File: src/lobm_pkg.sv
// ---------------------------------------------------------------------------
// lobm_pkg
// Shared codes, defaults and controller/datapath interface structs for the
// limit order book matcher.
// ---------------------------------------------------------------------------
package lobm_pkg;

  localparam int DEF_ORDER_SLOTS = 64;
  localparam int DEF_PRICE_BITS  = 16;
  localparam int DEF_QTY_BITS    = 32;

  localparam logic [1:0] CMD_LIMIT  = 2'd0;
  localparam logic [1:0] CMD_MARKET = 2'd1;
  localparam logic [1:0] CMD_CANCEL = 2'd2;
  localparam logic [1:0] CMD_NOP    = 2'd3;

  localparam logic [2:0] ST_OK        = 3'd0;
  localparam logic [2:0] ST_ZERO_QTY  = 3'd1;
  localparam logic [2:0] ST_DUP_ID    = 3'd2;
  localparam logic [2:0] ST_NOT_FOUND = 3'd3;
  localparam logic [2:0] ST_BOOK_FULL = 3'd4;

  typedef logic [1:0] scan_mode_t;
  localparam scan_mode_t SCAN_ID    = 2'd0;
  localparam scan_mode_t SCAN_MATCH = 2'd1;
  localparam scan_mode_t SCAN_BOOK  = 2'd2;

  typedef struct packed {
    logic       load;
    logic       scan_start;
    scan_mode_t scan_mode;
    logic       cancel;
    logic       fill;
    logic       rest;
    logic       set_status;
    logic [2:0] status;
    logic       emit;
  } lobm_cmd_t;

  typedef struct packed {
    logic [1:0] cmd;
    logic       qty_zero;
    logic       scan_done;
    logic       id_found;
    logic       best_found;
    logic       crosses;
    logic       rem_zero;
    logic       k_full;
    logic       pend_valid;
    logic       out_free;
  } lobm_sts_t;

endpackage

File: src/lobm_ctrl.sv
// ---------------------------------------------------------------------------
// lobm_ctrl
// Command sequencer: id search, repeated best-maker scans with fills, resting,
// final book scan and result emission.
// ---------------------------------------------------------------------------
module lobm_ctrl (
  input  logic              clk,
  input  logic              rst_n,
  input  logic              in_valid,
  output logic              in_stall,
  input  lobm_pkg::lobm_sts_t sts,
  output lobm_pkg::lobm_cmd_t cmd
);
  import lobm_pkg::*;

  localparam logic [3:0] S_IDLE     = 4'd0;
  localparam logic [3:0] S_DISPATCH = 4'd1;
  localparam logic [3:0] S_IDSCAN   = 4'd2;
  localparam logic [3:0] S_IDEVAL   = 4'd3;
  localparam logic [3:0] S_MSTART   = 4'd4;
  localparam logic [3:0] S_MSCAN    = 4'd5;
  localparam logic [3:0] S_MEVAL    = 4'd6;
  localparam logic [3:0] S_REST     = 4'd7;
  localparam logic [3:0] S_BSCAN    = 4'd8;
  localparam logic [3:0] S_EMIT     = 4'd9;

  logic [3:0] state_r, state_nxt;

  always_ff @(posedge clk) begin
    if (!rst_n) state_r <= S_IDLE;
    else        state_r <= state_nxt;
  end

  always_comb begin
    state_nxt = state_r;
    cmd       = '0;
    in_stall  = 1'b1;
    case (state_r)
      S_IDLE: begin
        in_stall = 1'b0;
        if (in_valid) begin
          cmd.load  = 1'b1;
          state_nxt = S_DISPATCH;
        end
      end
      S_DISPATCH: begin
        case (sts.cmd)
          CMD_CANCEL: begin
            cmd.scan_start = 1'b1;
            cmd.scan_mode  = SCAN_ID;
            state_nxt      = S_IDSCAN;
          end
          CMD_LIMIT: begin
            cmd.scan_start = 1'b1;
            if (sts.qty_zero) begin
              cmd.set_status = 1'b1;
              cmd.status     = ST_ZERO_QTY;
              cmd.scan_mode  = SCAN_BOOK;
              state_nxt      = S_BSCAN;
            end else begin
              cmd.scan_mode = SCAN_ID;
              state_nxt     = S_IDSCAN;
            end
          end
          CMD_MARKET: state_nxt = S_MSTART;
          default: begin
            cmd.scan_start = 1'b1;
            cmd.scan_mode  = SCAN_BOOK;
            state_nxt      = S_BSCAN;
          end
        endcase
      end
      S_IDSCAN: if (sts.scan_done) state_nxt = S_IDEVAL;
      S_IDEVAL: begin
        if (sts.cmd == CMD_CANCEL) begin
          cmd.cancel     = sts.id_found;
          cmd.set_status = 1'b1;
          cmd.status     = sts.id_found ? ST_OK : ST_NOT_FOUND;
          cmd.scan_start = 1'b1;
          cmd.scan_mode  = SCAN_BOOK;
          state_nxt      = S_BSCAN;
        end else if (sts.id_found) begin
          cmd.set_status = 1'b1;
          cmd.status     = ST_DUP_ID;
          cmd.scan_start = 1'b1;
          cmd.scan_mode  = SCAN_BOOK;
          state_nxt      = S_BSCAN;
        end else begin
          state_nxt = S_MSTART;
        end
      end
      S_MSTART: begin
        if (sts.rem_zero || sts.k_full) begin
          state_nxt = S_REST;
        end else begin
          cmd.scan_start = 1'b1;
          cmd.scan_mode  = SCAN_MATCH;
          state_nxt      = S_MSCAN;
        end
      end
      S_MSCAN: if (sts.scan_done) state_nxt = S_MEVAL;
      S_MEVAL: begin
        if (!sts.best_found || !sts.crosses) begin
          state_nxt = S_REST;
        end else if (!sts.pend_valid || sts.out_free) begin
          // previous fill goes out as a non-final trade
          cmd.fill  = 1'b1;
          state_nxt = S_MSTART;
        end
      end
      S_REST: begin
        cmd.rest       = 1'b1;
        cmd.scan_start = 1'b1;
        cmd.scan_mode  = SCAN_BOOK;
        state_nxt      = S_BSCAN;
      end
      S_BSCAN: if (sts.scan_done) state_nxt = S_EMIT;
      S_EMIT: begin
        if (sts.out_free) begin
          cmd.emit  = 1'b1;
          state_nxt = S_IDLE;
        end
      end
      default: state_nxt = S_IDLE;
    endcase
  end

endmodule

File: config.mk
export PLATFORM = sky130hd
export DESIGN_NAME = lobm_ctrl
export DESIGN_NICKNAME = d
export VERILOG_FILES = /design/src/lobm_pkg.sv /design/src/lobm_ctrl.sv
export SDC_FILE = /design/constraint.sdc
export NUM_CORES = 1
export LEC_CHECK = 0
export BUFFER_PORTS_ARGS = -buffer_cell sky130_fd_sc_hd__buf_4
export CAP_MARGIN = 15
export CORE_AREA = 4 4 41 43
export CTS_CLUSTER_DIAMETER = 50
export DETAILED_ROUTE_END_ITERATION = 10
export DIE_AREA = 0 0 45 47
export MAX_ROUTING_LAYER = met4
export PLACE_DENSITY = 0.74
export SLEW_MARGIN = 20
export SYNTH_ARGS = -nofsm -noshare
export SYNTH_HDL_FRONTEND = slang
export SYNTH_SLANG_ARGS = --single-unit
File: constraint.sdc
create_clock -name clk -period 2.97 [get_ports clk]
set_input_delay 0 -clock clk [delete_from_list [all_inputs] [get_ports clk]]
set_output_delay 0 -clock clk [all_outputs]
set_load 0.1 [all_outputs]
==> flow_metrics.tcl <==
set metrics [dict create \
    diodes 0 \
    rows 13 \
    worstSetupPathType "flip-flop to output port" \
    finalHoldViolCount 0 \
    worstMarginPinSlew_ns 0.505 \
    wl_per_cell_um 13.4 \
    dp_hpwl_mm 1.23 \
    cts-root-buf "clkbuf_4" \
    async_reset_ff_share_pct 0 \
    drt-total-wl_mm 1.54 \
    io_buffer_count 25 \
    ctsHtreeMaxLevel 1 \
    cp-start-kind "flip-flop" \
    ys_top_cells_by_area "dfxtp_1 (14%), ha_1 (6.5%), a21boi_0 (5.2%)" \
    cts_made_buffers 3 \
    leakage_nw 0.374 \
    yosysUniqueCellTypes 38 \
    grt.total_usage_pct 16.2 \
    crit_fanout 13 \
    p_per_area_nw_per_um2 874 \
    critPathArrivalTime_ns 1.83 \
    max_slew_margin_pct 66.3 \
    cts.reportedPaths.clkPinSlew_ns 0.04 \
    grtUsageMet1_pct 17.5 \
    setup_violations 0 \
    grt_pass1_vias 586 \
    synthToLayoutAreaGrowth_pct 33.5 \
    gp_congestion 0.846 \
    top_register "state_r" \
    tns_ns 0 \
    initial_core_util_pct 44.4 \
    status "finished clean" \
    maxCapViolations 0 \
    core-area_um2 1300 \
    slew_violations 0 \
    min_period_ns 1.83 \
    clkSinkCount 4 \
    first_pass_iters 4 \
    ctsHoldBuffers 0 \
    fin_util_pct 59.3 \
    clk_path_buf_depth 2 \
    fmax_mhz 547 \
    synthFlopType "dfxtp_1" \
    die_y_um 47 \
    post_synth.cell_area_avg_um2 7.51 \
    cts_tree "built" \
    crit_path_end_kind "output port" \
    cts_setup_buffers 0 \
    fin_crit_sh_pct 61.6 \
    ys_seq_elements 4 \
    worstSkewPairLatency_ns 0.24 \
    cts.repair.resized 0 \
    ys.warnings.count 0 \
    fill_cells 125 \
    dp_cells 112 \
    cp.required_ns 2.97 \
    synth_nets 94 \
    ys_seq_area_share_pct 13.9 \
    rsz0062_at_grt "no" \
    synth.top_cell.area_share_pct 13.9 \
    die_x_um 45 \
    met2_usage_pct 26.8 \
    final_nets 119 \
    setup_ws_ns 1.14 \
    grt_overflow 0 \
    grtUsageMet3_pct 6.13 \
    grt_start_max_net_pins 16 \
    ir_drop_mv 0.658 \
    min_path_type "primary input to flip-flop" \
    synth_edf_count 0 \
    ioPinCount 27 \
    syn_inst 77 \
    grt_pass1_wl_mm 2.38 \
    fin_skew_ns 0.00191 \
    reg_top3 "state_r: 4 flops" \
    drive_above_1_share_pct 36.0 \
    vias_per_cell 5.80 \
    top_usage_layer "met2" \
    final_cells 115 \
    largest_register_ffs 4 \
    die-area_um2 2120 \
    synth_top_area_cell "dfxtp_1" \
    place_ws_ns 1.38 \
    antenna_found_initial 0 \
    dr_total_vias 667 \
    drc_errors 0 \
    drt-initial-drc-count 8 \
    synth_area_um2 578 \
    final_antenna_net_count 0 \
]
==> area by class of cell <==
cell class / count / area (µm²) / area share [%]
multi-input cells: 62 / 440 / 57.1
inverters: 6 / 22.5 / 2.92
flip-flops and latches: 4 / 80.1 / 10.4
clock buffers: 3 / 22.5 / 2.92
well taps: 15 / 18.8 / 2.43
repair buffers: 25 / 188 / 24.3
==> cell usage after synthesis (all sizes together), types with 2 or more instances <==
cell type  number
a21boi          4
a311oi          3
and3            3
and4            2
buf             5
dfxtp           4
ha              3
inv             6
nand2           7
nand2b          2
nor2            9
nor3            3
o21ai           5
o21bai          2
==> routing by layer <==
metal	wire length, µm	share of wire, %	up-vias
li1	-	-	324
met2	725	47	26
met1	652	42	315
met4	12	0.78	0
met5	0	0	-
met3	147	9.6	2
==> worst max-delay path, stage by stage, from the launching register on <==
cell and delay (ns):
dfxtp_1 0.59, inv_1 0.20, a21oi_1 0.28, nor2_1 0.09
o21bai_1 0.12, buf_4 0.30
==> cells in the final DEF (no fill, tap or decap), drive strengths merged, types with 2 or more instances in the layout <==
master,instances
a21boi,4
a311oi,3
and3,3
and4,2
buf,25
clkbuf,3
dfxtp,4
ha,3
inv,6
nand2,7
nand2b,2
nor2,9
nor3,3
o21ai,5
o21bai,2
==> report_power, final <==
group	switching [mW]	leakage, nW	total [mW]	internal, mW
logic	0.353	0.328	0.481	0.127
clock network	0.0238	0.0138	0.0691	0.0453
registers	0.0555	0.0328	0.125	0.0697
==> metrics by stage <==
stage	cell area, µm²	hold WS, ns	total power, mW
2_1_floorplan	584	0.149	0.523
3_3_place_gp	749	0.305	0.603
3_5_place_dp	749	0.305	0.606
4_1_cts	772	0.0549	0.676
5_1_grt	772	0.0527	0.717
6_report	772	0.0579	0.675
==> final timing paths <==
check	from	to	slack, ns	depth (start not counted)
worst max-delay path	state_r[1]	cmd[10]	1.14	5
worst min register to register	state_r[3]	state_r[3]	0.64	2
worst max register to register	state_r[0]	state_r[1]	1.36	4
worst min-delay path	rst_n	state_r[0]	0.06	3
==> cells by family (layout without fill, tap and decap cells) <==
group / after synthesis / count (layout) / synth area share [%]
AOI/OAI and AO/OA: 18 / 18 / 26.2
adders and majority gates: 3 / 3 / 6.49
buffers and inverters: 11 / 34 / 11.0
DFF: 4 / 4 / 13.9
muxes: 1 / 1 / 1.73
other: 1 / 1 / 0.649
and+or+nand+nor: 39 / 39 / 40.0
Power figures use the tool's default switching activity.
